===== config.mk =====
export PLATFORM = sky130hd
export DESIGN_NAME = top_k_nearest_to_target_core
export DESIGN_NICKNAME = d
export VERILOG_FILES = /design/src/rtl/tknt_pkg.sv /design/src/rtl/top_k_nearest_to_target_core.sv
export SDC_FILE = /design/constraint.sdc
export NUM_CORES = 2
export LEC_CHECK = 0
export BUFFER_PORTS_ARGS = -buffer_cell sky130_fd_sc_hd__buf_2
export CAP_MARGIN = 30
export CORE_UTILIZATION = 38
export DETAILED_ROUTE_END_ITERATION = 12
export HOLD_SLACK_MARGIN = 0.05
export PLACE_DENSITY_LB_ADDON = 0.2
export SYNTH_ARGS = -nofsm -noshare
export SYNTH_HDL_FRONTEND = slang
export SYNTH_SLANG_ARGS = --single-unit

===== constraint.sdc =====
create_clock -name clk -period 120.5 [get_ports clk]
set_input_delay 6.025 -clock clk [delete_from_list [all_inputs] [get_ports clk]]
set_output_delay 6.025 -clock clk [all_outputs]
set_load 0.01 [all_outputs]

===== src/rtl/tknt_pkg.sv =====
// ============================================================================
// tknt_pkg
// Shared types and constants for the streaming top-K nearest-to-target block.
// ============================================================================
package tknt_pkg;

    localparam int VALUE_BITS    = 32;
    localparam int INDEX_BITS    = 16;
    localparam int DIST_BITS     = VALUE_BITS + 1;
    localparam int MAX_K_DEFAULT = 16;
    localparam int LIMIT_BITS    = 5;
    localparam int CFG_DATA_W    = 32;
    localparam int CFG_ADDR_W    = 5;
    localparam int CFG_IDX_W     = 3;

    localparam logic [LIMIT_BITS-1:0] KEEP_LIMIT_RESET = LIMIT_BITS'(10);

    // register indexes (byte address = 4 * index)
    localparam logic [CFG_IDX_W-1:0] CFG_TARGET_VALUE   = 3'd0;
    localparam logic [CFG_IDX_W-1:0] CFG_KEEP_LIMIT     = 3'd1;
    localparam logic [CFG_IDX_W-1:0] CFG_MEASURE_SELECT = 3'd2;
    localparam logic [CFG_IDX_W-1:0] CFG_EXCLUDE_ENABLE = 3'd3;
    localparam logic [CFG_IDX_W-1:0] CFG_EXCLUDE_FIRST  = 3'd4;
    localparam logic [CFG_IDX_W-1:0] CFG_EXCLUDE_SECOND = 3'd5;

    typedef struct packed {
        logic signed [VALUE_BITS-1:0] cos_value;
        logic signed [VALUE_BITS-1:0] dist_value;
        logic [INDEX_BITS-1:0]        first_word;
        logic [INDEX_BITS-1:0]        second_word;
        logic                         last_item;
    } item_t;

    typedef struct packed {
        logic signed [VALUE_BITS-1:0] value_out;
        logic [INDEX_BITS-1:0]        out_first_word;
        logic [INDEX_BITS-1:0]        out_second_word;
        logic                         last_result;
        logic                         empty_flag;
    } result_t;

endpackage


===== src/rtl/top_k_nearest_to_target_core.sv =====
// ============================================================================
// top_k_nearest_to_target_core
// Keeps up to keep-limit (at most MAX_K) entries closest to a target in a
// sorted register array and emits them closest-first on the last item of a run.
// ============================================================================
// Throughput: one item per cycle, but a last item waits at the insert
//   stage while the previous run's results are still draining. Insertion
//   is a parallel compare and shift. Results leave the drain buffer through
//   the output register, one result per cycle while out_ready is high.
// Reset: clears the store, the pipeline and the output; registers take their
//   documented reset values.
module top_k_nearest_to_target_core
    import tknt_pkg::*;
#(
    parameter int MAX_K = MAX_K_DEFAULT
)
(
    input  logic                  clk,
    input  logic                  rst_n,
    // item input
    input  logic                  in_valid,
    output logic                  in_ready,
    input  item_t                 in_data,
    // result output
    output logic                  out_valid,
    input  logic                  out_ready,
    output result_t               out_data,
    // configuration
    input  logic                  psel,
    input  logic                  penable,
    input  logic                  pwrite,
    input  logic [CFG_ADDR_W-1:0] paddr,
    input  logic [CFG_DATA_W-1:0] pwdata,
    output logic [CFG_DATA_W-1:0] prdata,
    output logic                  pready
);

    localparam int CNT_W = $clog2(MAX_K + 1);
    localparam int IDX_W = (MAX_K > 1) ? $clog2(MAX_K) : 1;
    localparam int LIM_W = (CNT_W > LIMIT_BITS) ? CNT_W : LIMIT_BITS;

    // configuration registers
    logic signed [VALUE_BITS-1:0] target_value_reg;
    logic [LIMIT_BITS-1:0]        keep_limit_reg;
    logic                         measure_select_reg;
    logic                         exclude_enable_reg;
    logic [INDEX_BITS-1:0]        exclude_first_reg;
    logic [INDEX_BITS-1:0]        exclude_second_reg;

    // input stage
    logic  s1_valid_reg;
    item_t s1_item_reg;

    // insert stage
    logic                         p_valid_reg;
    logic signed [VALUE_BITS-1:0] p_value_reg;
    logic [DIST_BITS-1:0]         p_dist_reg;
    logic [INDEX_BITS-1:0]        p_first_reg;
    logic [INDEX_BITS-1:0]        p_second_reg;
    logic                         p_last_reg;
    logic                         p_skip_reg;

    // sorted store
    logic signed [VALUE_BITS-1:0] kept_value_reg  [MAX_K];
    logic [DIST_BITS-1:0]         kept_dist_reg   [MAX_K];
    logic [INDEX_BITS-1:0]        kept_first_reg  [MAX_K];
    logic [INDEX_BITS-1:0]        kept_second_reg [MAX_K];
    logic [CNT_W-1:0]             count_reg;

    // drain buffer, shifts toward entry 0
    logic signed [VALUE_BITS-1:0] drain_value_reg  [MAX_K];
    logic [INDEX_BITS-1:0]        drain_first_reg  [MAX_K];
    logic [INDEX_BITS-1:0]        drain_second_reg [MAX_K];
    logic [CNT_W-1:0]             drain_cnt_reg;
    logic                         drain_empty_reg;

    // output register
    logic    out_valid_reg;
    result_t out_data_reg;

    // combinational
    logic                         cfg_write;
    logic [CFG_IDX_W-1:0]         cfg_idx;
    logic                         drain_busy;
    logic                         p_fire;
    logic                         p_ready;
    logic                         s1_fire;
    logic                         in_fire;
    logic                         load_out;
    logic signed [VALUE_BITS-1:0] s1_value;
    logic [DIST_BITS-1:0]         diff_tv;
    logic [DIST_BITS-1:0]         diff_vt;
    logic [DIST_BITS-1:0]         s1_dist;
    logic                         s1_skip;
    logic [LIM_W-1:0]             klim_ext;
    logic [CNT_W-1:0]             lim;
    logic [CNT_W-1:0]             cnt_eff;
    logic [IDX_W-1:0]             lim_m1;
    logic                         full;
    logic [MAX_K-1:0]             behind;
    logic [MAX_K-1:0]             prev_behind;
    logic                         do_ins;
    logic [CNT_W-1:0]             cnt_after;
    logic signed [VALUE_BITS-1:0] ins_value  [MAX_K];
    logic [DIST_BITS-1:0]         ins_dist   [MAX_K];
    logic [INDEX_BITS-1:0]        ins_first  [MAX_K];
    logic [INDEX_BITS-1:0]        ins_second [MAX_K];

    // ------------------------------------------------------------------------
    // configuration port
    // ------------------------------------------------------------------------
    assign pready    = 1'b1;
    assign cfg_write = psel && penable && pwrite;
    assign cfg_idx   = paddr[CFG_ADDR_W-1:2];

    always_comb
    begin
        unique case (cfg_idx)
            CFG_TARGET_VALUE:   prdata = CFG_DATA_W'(unsigned'(target_value_reg));
            CFG_KEEP_LIMIT:     prdata = CFG_DATA_W'(keep_limit_reg);
            CFG_MEASURE_SELECT: prdata = CFG_DATA_W'(measure_select_reg);
            CFG_EXCLUDE_ENABLE: prdata = CFG_DATA_W'(exclude_enable_reg);
            CFG_EXCLUDE_FIRST:  prdata = CFG_DATA_W'(exclude_first_reg);
            CFG_EXCLUDE_SECOND: prdata = CFG_DATA_W'(exclude_second_reg);
            default:            prdata = '0;
        endcase
    end

    // ------------------------------------------------------------------------
    // handshake
    // ------------------------------------------------------------------------
    assign drain_busy = (drain_cnt_reg != '0) || drain_empty_reg;
    assign p_fire     = p_valid_reg && !(p_last_reg && drain_busy);
    assign p_ready    = !p_valid_reg || p_fire;
    assign s1_fire    = s1_valid_reg && p_ready;
    assign in_ready   = !s1_valid_reg || p_ready;
    assign in_fire    = in_valid && in_ready;
    assign load_out   = drain_busy && (!out_valid_reg || out_ready);
    assign out_valid  = out_valid_reg;
    assign out_data   = out_data_reg;

    // ------------------------------------------------------------------------
    // distance to target
    // ------------------------------------------------------------------------
    assign s1_value = measure_select_reg ? s1_item_reg.dist_value : s1_item_reg.cos_value;
    assign diff_tv  = {target_value_reg[VALUE_BITS-1], target_value_reg}
                    - {s1_value[VALUE_BITS-1], s1_value};
    assign diff_vt  = {s1_value[VALUE_BITS-1], s1_value}
                    - {target_value_reg[VALUE_BITS-1], target_value_reg};
    assign s1_dist  = diff_tv[DIST_BITS-1] ? diff_vt : diff_tv;
    assign s1_skip  = exclude_enable_reg
                    && (s1_item_reg.first_word == exclude_first_reg)
                    && (s1_item_reg.second_word == exclude_second_reg);

    // ------------------------------------------------------------------------
    // limit clamp and insertion
    // ------------------------------------------------------------------------
    assign klim_ext = LIM_W'(keep_limit_reg);

    always_comb
    begin
        if (klim_ext == '0)
            lim = CNT_W'(1);
        else if (klim_ext > LIM_W'(MAX_K))
            lim = CNT_W'(MAX_K);
        else
            lim = CNT_W'(klim_ext);
    end

    assign cnt_eff = (count_reg > lim) ? lim : count_reg;
    assign full    = (cnt_eff == lim);
    assign lim_m1  = IDX_W'(lim - CNT_W'(1));

    // behind[i]: slot i sits at or after the insertion point
    always_comb
    begin
        for (int i = 0; i < MAX_K; i++)
        begin
            behind[i] = !((CNT_W'(i) < cnt_eff) && (kept_dist_reg[i] <= p_dist_reg));
        end
        prev_behind[0] = 1'b0;
        for (int i = 1; i < MAX_K; i++)
        begin
            prev_behind[i] = behind[i-1];
        end
    end

    assign do_ins    = p_fire && !p_skip_reg && (!full || behind[lim_m1]);
    assign cnt_after = (do_ins && !full) ? cnt_eff + CNT_W'(1) : cnt_eff;

    always_comb
    begin
        for (int i = 0; i < MAX_K; i++)
        begin
            ins_value[i]  = kept_value_reg[i];
            ins_dist[i]   = kept_dist_reg[i];
            ins_first[i]  = kept_first_reg[i];
            ins_second[i] = kept_second_reg[i];
        end
        if (do_ins)
        begin
            for (int i = 0; i < MAX_K; i++)
            begin
                if (behind[i] && !prev_behind[i])
                begin
                    ins_value[i]  = p_value_reg;
                    ins_dist[i]   = p_dist_reg;
                    ins_first[i]  = p_first_reg;
                    ins_second[i] = p_second_reg;
                end
            end
            for (int i = 1; i < MAX_K; i++)
            begin
                if (prev_behind[i])
                begin
                    ins_value[i]  = kept_value_reg[i-1];
                    ins_dist[i]   = kept_dist_reg[i-1];
                    ins_first[i]  = kept_first_reg[i-1];
                    ins_second[i] = kept_second_reg[i-1];
                end
            end
        end
    end

    // ------------------------------------------------------------------------
    // control registers
    // ------------------------------------------------------------------------
    always_ff @(posedge clk or negedge rst_n)
    begin
        if (!rst_n)
        begin
            target_value_reg   <= '0;
            keep_limit_reg     <= KEEP_LIMIT_RESET;
            measure_select_reg <= 1'b0;
            exclude_enable_reg <= 1'b0;
            exclude_first_reg  <= '0;
            exclude_second_reg <= '0;
            s1_valid_reg       <= 1'b0;
            p_valid_reg        <= 1'b0;
            count_reg          <= '0;
            drain_cnt_reg      <= '0;
            drain_empty_reg    <= 1'b0;
            out_valid_reg      <= 1'b0;
        end
        else
        begin
            if (cfg_write)
            begin
                unique case (cfg_idx)
                    CFG_TARGET_VALUE:   target_value_reg   <= signed'(pwdata[VALUE_BITS-1:0]);
                    CFG_KEEP_LIMIT:     keep_limit_reg     <= pwdata[LIMIT_BITS-1:0];
                    CFG_MEASURE_SELECT: measure_select_reg <= pwdata[0];
                    CFG_EXCLUDE_ENABLE: exclude_enable_reg <= pwdata[0];
                    CFG_EXCLUDE_FIRST:  exclude_first_reg  <= pwdata[INDEX_BITS-1:0];
                    CFG_EXCLUDE_SECOND: exclude_second_reg <= pwdata[INDEX_BITS-1:0];
                    default:            ;
                endcase
            end

            if (in_fire)
                s1_valid_reg <= 1'b1;
            else if (s1_fire)
                s1_valid_reg <= 1'b0;

            if (s1_fire)
                p_valid_reg <= 1'b1;
            else if (p_fire)
                p_valid_reg <= 1'b0;

            if (p_fire)
                count_reg <= p_last_reg ? '0 : cnt_after;

            if (p_fire && p_last_reg)
            begin
                drain_cnt_reg   <= cnt_after;
                drain_empty_reg <= (cnt_after == '0);
            end
            else if (load_out)
            begin
                if (drain_empty_reg)
                    drain_empty_reg <= 1'b0;
                else
                    drain_cnt_reg <= drain_cnt_reg - CNT_W'(1);
            end

            if (load_out)
                out_valid_reg <= 1'b1;
            else if (out_ready)
                out_valid_reg <= 1'b0;
        end
    end

    // ------------------------------------------------------------------------
    // payload registers
    // ------------------------------------------------------------------------
    always_ff @(posedge clk)
    begin
        if (in_fire)
            s1_item_reg <= in_data;

        if (s1_fire)
        begin
            p_value_reg  <= s1_value;
            p_dist_reg   <= s1_dist;
            p_first_reg  <= s1_item_reg.first_word;
            p_second_reg <= s1_item_reg.second_word;
            p_last_reg   <= s1_item_reg.last_item;
            p_skip_reg   <= s1_skip;
        end

        for (int i = 0; i < MAX_K; i++)
        begin
            kept_value_reg[i]  <= ins_value[i];
            kept_dist_reg[i]   <= ins_dist[i];
            kept_first_reg[i]  <= ins_first[i];
            kept_second_reg[i] <= ins_second[i];
        end

        if (p_fire && p_last_reg)
        begin
            for (int i = 0; i < MAX_K; i++)
            begin
                drain_value_reg[i]  <= ins_value[i];
                drain_first_reg[i]  <= ins_first[i];
                drain_second_reg[i] <= ins_second[i];
            end
        end
        else if (load_out && !drain_empty_reg)
        begin
            for (int i = 0; i < MAX_K - 1; i++)
            begin
                drain_value_reg[i]  <= drain_value_reg[i+1];
                drain_first_reg[i]  <= drain_first_reg[i+1];
                drain_second_reg[i] <= drain_second_reg[i+1];
            end
        end

        if (load_out)
        begin
            if (drain_empty_reg)
            begin
                out_data_reg.value_out       <= '0;
                out_data_reg.out_first_word  <= '0;
                out_data_reg.out_second_word <= '0;
                out_data_reg.last_result     <= 1'b1;
                out_data_reg.empty_flag      <= 1'b1;
            end
            else
            begin
                out_data_reg.value_out       <= drain_value_reg[0];
                out_data_reg.out_first_word  <= drain_first_reg[0];
                out_data_reg.out_second_word <= drain_second_reg[0];
                out_data_reg.last_result     <= (drain_cnt_reg == CNT_W'(1));
                out_data_reg.empty_flag      <= 1'b0;
            end
        end
    end

    // ------------------------------------------------------------------------
    // assertions
    // ------------------------------------------------------------------------
    a_last_waits_for_drain: assert property (@(posedge clk) disable iff (!rst_n)
        p_fire && p_last_reg |-> !drain_busy)
        else $error("last item taken while results still draining");

    a_last_loads_drain: assert property (@(posedge clk) disable iff (!rst_n)
        p_fire && p_last_reg |=> drain_busy && (count_reg == '0))
        else $error("last item did not hand the store to the drain");

    a_insert_keeps_entry: assert property (@(posedge clk) disable iff (!rst_n)
        p_fire && !p_last_reg && !p_skip_reg |=> count_reg != '0)
        else $error("store empty after an insert");

    a_drain_exclusive: assert property (@(posedge clk) disable iff (!rst_n)
        !(drain_empty_reg && (drain_cnt_reg != '0)))
        else $error("empty marker with entries pending");

    a_empty_result_form: assert property (@(posedge clk) disable iff (!rst_n)
        out_valid_reg && out_data_reg.empty_flag |->
            out_data_reg.last_result && (out_data_reg.value_out == '0)
            && (out_data_reg.out_first_word == '0))
        else $error("malformed empty result");

endmodule


Word level (Yosys, flattened, before mapping) --
Memories as Yosys holds them, arrays and structs flattened. A register that Yosys moved wholly into a read port is not among the register bits. Index checks and enable logic that the tools add are counted.
Storage, ports and cells: register bits 283, bits in latches 0, memory bits (writable) 2576, ROM bits 0, output and inout bits 101, memories 7
Cells by class: add/subtract/negate cells 5, $mul 0, divide/modulo/power cells 0, $lt $le $gt $ge 35, equal/unequal tests 10, shifts and indexed selects 0, mux-type cells 200, bitwise gates (word level) 45, reductions and logical operators 88
Memories:
- kept_dist_reg | depth 16, width 33, read ports 16, clocked after memory_dff 0, write ports 16, RTL line top_k_nearest_to_target_core.sv:65 | logic [DIST_BITS-1:0] kept_dist_reg [MAX_K];
- drain_value_reg | depth 16, width 32, read ports 16, clocked after memory_dff 1, write ports 16, RTL line top_k_nearest_to_target_core.sv:71 | logic signed [VALUE_BITS-1:0] drain_value_reg [MAX_K];
- kept_value_reg | depth 16, width 32, read ports 16, clocked after memory_dff 0, write ports 16, RTL line top_k_nearest_to_target_core.sv:64 | logic signed [VALUE_BITS-1:0] kept_value_reg [MAX_K];
- drain_first_reg | depth 16, width 16, read ports 16, clocked after memory_dff 1, write ports 16, RTL line top_k_nearest_to_target_core.sv:72 | logic [INDEX_BITS-1:0] drain_first_reg [MAX_K];
- drain_second_reg | depth 16, width 16, read ports 16, clocked after memory_dff 1, write ports 16, RTL line top_k_nearest_to_target_core.sv:73 | logic [INDEX_BITS-1:0] drain_second_reg [MAX_K];
- kept_first_reg | depth 16, width 16, read ports 16, clocked after memory_dff 0, write ports 16, RTL line top_k_nearest_to_target_core.sv:66 | logic [INDEX_BITS-1:0] kept_first_reg [MAX_K];
- +1 memories
Operator list (number):
- 32-bit two-way mux | 48
- 16-bit two-way mux | 92
- 33-bit two-way mux | 31
- 33-bit <= comparator | 16
- 528-bit two-way mux | 1
- 256-bit two-way mux | 2
- 512-bit two-way mux | 1
- 32-bit one-hot mux with 6 select lines | 1
- 32-bit by 32-bit subtractor with 33-bit output | 2
- 1-bit logical AND | 45
- 1-bit OR | 45
- 4-bit by 5-bit < comparator with 1-bit output, first input constant | 8
- 5-bit two-way mux | 8
- 16-bit equality test | 2
- 1-bit logical NOT | 23
- 3-bit by 5-bit < comparator with 1-bit output, first input constant | 4
- 1-bit two-way mux | 15
- 2-bit AND reduction | 7
- 5-bit logical NOT | 2
- 1-bit by 5-bit < comparator with 1-bit output, first input constant | 2
- 2-bit by 5-bit < comparator with 1-bit output, first input constant | 2
- 2-bit nonzero test | 4
- 3-bit by 2-bit equality test with 1-bit output, second input constant | 2
- 3-bit equality test, second input constant | 2
- 14 further kinds | 18

Longest topological paths before layout --
word-level depth 16, depth in mapped cells 21

Worst setup path before layout --
OpenSTA, ideal clock, no wires.
path type input to register, start input out_ready, end register drain_cnt_reg[4], library setup time 157 ps, arrival time 53636 ps, data required time 120343 ps, path slack 66707 ps, cell stages on the path 7, path buffers 0, cells stage by stage nor2b_1 nor2_1 nor2_1 nor2_1 nand2_1 o31ai_1 nand2_1
On the way: cells in the longest elaborated chain, start to end 4
Ends and longest elaborated chain:
- from (decl) | RTL line top_k_nearest_to_target_core.sv:26 | input logic out_ready,
- 1-bit logical OR | RTL line top_k_nearest_to_target_core.sv:138 | assign load_out = drain_busy && (!out_valid_reg || out_ready);
- 1-bit logical AND | RTL line top_k_nearest_to_target_core.sv:138
- net load_out | RTL line top_k_nearest_to_target_core.sv:89 | logic load_out;
- 2-bit nonzero test (no source line)
- 2-bit AND reduction (no source line)
- to (signal assigned) | RTL line top_k_nearest_to_target_core.sv:275 | drain_cnt_reg <= cnt_after;
- to (signal assigned) | RTL line top_k_nearest_to_target_core.sv:283 | drain_cnt_reg <= drain_cnt_reg - CNT_W'(1);
- to (decl) | RTL line top_k_nearest_to_target_core.sv:74 | logic [CNT_W-1:0] drain_cnt_reg;
The timed path passes the listed nets, and every way through them passes these cells. A chain may end at the register's enable or synchronous reset.

Worst setup path after layout --
start input paddr[2], end output prdata[5]
On the way: cells in the longest elaborated chain, start to end 2
Ends and longest elaborated chain:
- from (decl) | RTL line top_k_nearest_to_target_core.sv:32 | input logic [CFG_ADDR_W-1:0] paddr,
- 3-bit equality test, or another cell as far along | RTL line top_k_nearest_to_target_core.sv:118 | unique case (cfg_idx)
- 32-bit one-hot mux with 6 select lines (*) | RTL line top_k_nearest_to_target_core.sv:118
- to (decl) | RTL line top_k_nearest_to_target_core.sv:34 | output logic [CFG_DATA_W-1:0] prdata,
Every way passes the cells marked *; elsewhere a longest branch is shown, timed or not.

==> flow_summary.json <==
{
  "status": "finished clean",
  "cts_tree": "built",
  "crit_chain": "buf_2 > buf_4 > nor2_1 > a22oi_1 > nor2_1 > buf_2",
  "routabilityCongestion": 0.928,
  "die_h_um": 597,
  "cts_sinks": 2923,
  "worstSetupStartpoint": "paddr[2]",
  "synth_simple_gate_area_share_pct": 6.49,
  "worst-endpoint-arrival_ns": 7.93,
  "synth_largest_area_cell": "edfxtp_1",
  "num_io_pins": 242,
  "synthCells": 11249,
  "setup_tns_ns": 0,
  "fmax_ghz": 0.0716,
  "post_cts_resized": 0,
  "ys_seq_area_share_pct": 57.3,
  "crit_type": "in -> out",
  "fp.dieW_um": 597,
  "postCtsSetupBuffers": 0,
  "cts_buffers": 321,
  "crit_family": "simple AND/OR/NAND/NOR gates",
  "drt-total-wl_um": 400000,
  "synthFlopType": "edfxtp_1",
  "netlist_area_mm2": 0.135,
  "synth_compound_area_share_pct": 19.9,
  "rsz0062_at_grt": "no",
  "root_buffer": "clkbuf_16",
  "final_max_slew_viol_count": 0,
  "setup_viol": 0,
  "h-tree-depth": 5,
  "crit_path_max_fanout": 27,
  "grt_pass1_wl_um": 602000,
  "rows": 218,
  "ys_top_cells_by_area": "edfxtp_1, dfxtp_1, mux2_2, ha_1, o2bb2ai_1",
  "drc": 0,
  "io_buffers": 238,
  "grt_pass1_vias": 96171,
  "initial_core_util_pct": 38.2,
  "cp_slowest_cell": "nor2_1",
  "grt_usage_pct": 21.8,
  "hold_path_class": "reg -> reg",
  "maxCapViolCount": 0,
  "period_share_pct": 11.6,
  "dieArea_mm2": 0.356,
  "ys_warn_count": 0,
  "endpoint_kind": "output port",
  "muxShareOfSynthArea_pct": 6.86,
  "drt-wirelength-per-cell_um": 24.9,
  "max_slew.worst_pin.slew_ns": 1.16,
  "synth.avg_cell_area_um2": 12.0,
  "synth_top_area_share_pct": 40.5,
  "max_stage_delay_ns": 0.71,
  "cts_hold_buf": 0,
  "drt_iter0_markers": 7063,
  "report.final.hold_viol_count": 0,
  "synth_top_family_by_area": "compound AO/OA/AOI/OAI gates",
  "vias": 94373,
  "min-delay-start": "s1_item_reg[0]$_DFFE_PP_",
  "crit_buf_inv": 3,
  "insertion_delay_ns": 0.94,
  "maxSlewHeadroom_pct": 22.7,
  "yosys.area_share.adder_pct": 5.62,
  "fin_worst_skew_ns": 0.0718,
  "largest_reg_flops": 528,
  "clock_path_buffers": 4,
  "reg2reg_from": "keep_limit_reg[3]$_DFFE_PN1P_",
  "synth_xor_area_share_pct": 0.443,
  "layout_common_cells": "edfxtp_1, nand2_1, dfxtp_1",
  "async_flop_share_pct": 2.91,
  "synth_cell_type_count": 84,
  "mostFrequentLayoutCell": "edfxtp_1",
  "crit_required_ns": 114.47,
  "ant_nets": 0,
  "synth_seq_cells": 2923,
  "overflow": 0,
  "syn_to_final_growth_pct": 12.3,
  "layout-drive-gt1-share_pct": 18.2,
  "antenna_found_initial": 27,
  "synthesis.nets": 11993,
  "final.min_clock_period_ns": 13.96,
  "core_mm2": 0.352,
  "crit_path_start_kind": "input pin",
  "dpl.hpwl_um": 266000,
  "nets": 11826,
  "firstDrtPassIters": 5,
  "post_drt_via_cell_ratio": 5.87,
  "cts.clk_slew.worst_paths_ns": 0.05,
  "grt_max_degree": 209,
  "synth_edf_count": 1814
}
==> worst register-to-register path, stage by stage, from the launching register on <==
cell	delay, ns
dfstp_2	0.65
nor2b_1	0.64
inv_1	0.20
ha_1	0.33
a21o_1	0.19
a21oi_1	0.19
a21boi_1	0.09
buf_4	0.22
mux2i_4	0.29
nand2_2	0.36
o22ai_4	0.10
buf_4	0.31
a22oi_1	0.51
nand4b_1	0.43
buf_4	0.32
nand2_4	0.43
buf_4	0.35
buf_12	0.49
buf_4	1.17
o2bb2ai_1	0.28
mux2_2	0.30
==> through the flow <==
step	setup slack, ns	std cells	utilization (%)	hold slack (ns)	cell area, um^2
floorplan	66.71	11249	-	0.400	135000
global route	106.53	16084	42.9	0.435	151000
finish	106.54	16088	42.9	0.431	151000
detailed placement	106.66	15484	39.8	0.416	140000
global placement	106.58	15467	39.7	0.411	140000
CTS	106.62	16074	42.8	0.431	151000
==> final timing paths <==
check,depth (start not counted),slack [ns],end
setup reg to reg,20,112.43,drain_value_reg[3][27]$_DFFE_PP_
setup / recovery,6,106.54,prdata[5]
min in group asynchronous,1,5.01,target_value_reg[26]$_DFFE_PN0P_
hold / removal,0,0.43,p_last_reg$_DFFE_PP_
hold reg to reg,0,0.43,p_last_reg$_DFFE_PP_
max in group asynchronous,3,114.29,drain_empty_reg$_DFFE_PN0P_
==> final cells by class <==
cell class	instances	area (um^2)
fill	32684	201000
sequential	2923	77100
multi-input combinational	7179	53300
clock buffer	455	9260
tap	4730	5920
timing repair buffer	479	3460
clock inverter	135	1300
inverter	178	676
antenna	9	22.5
==> per-layer routing <==
metal / wire length (um) / track usage (%) / vias to the layer above
met2: 189000 / 36.1 / 2462
met3: 20200 / 2.89 / 667
met5: 83 / 0 / -
met1: 176000 / 29.1 / 47895
li1: - / - / 43337
met4: 14900 / 7.84 / 12
==> kinds of logic (layout without fill, tap and decap cells) <==
logic type	after synthesis	count (layout)
other	1	10
muxes	820	820
AOI/OAI and AO/OA	3731	3731
buffers and inverters	1147	1247
xor gates and xnor gates	68	68
DFF	2923	2923
and+or+nand+nor	1956	1956
adders and majority gates	603	603
==> synth_stat cells, types with 82 or more instances <==
cell,n
a21o_1,82
a21oi_1,332
a221o_1,125
a22oi_1,654
a2bb2oi_1,192
a31o_2,259
buf_2,166
clkbuf_1,727
dfrtp_1,83
dfxtp_1,1024
edfxtp_1,1814
ha_1,601
inv_1,176
mux2_2,763
nand2_1,1181
nand4_1,124
nor2_1,133
nor2b_1,88
nor3_1,148
o21ai_0,771
o22ai_1,198
o2bb2ai_1,577
o31ai_1,275
Power is left out: the tool's default activity adds up to more than one toggle a clock period on the data nets, which glitch-free logic cannot reach.
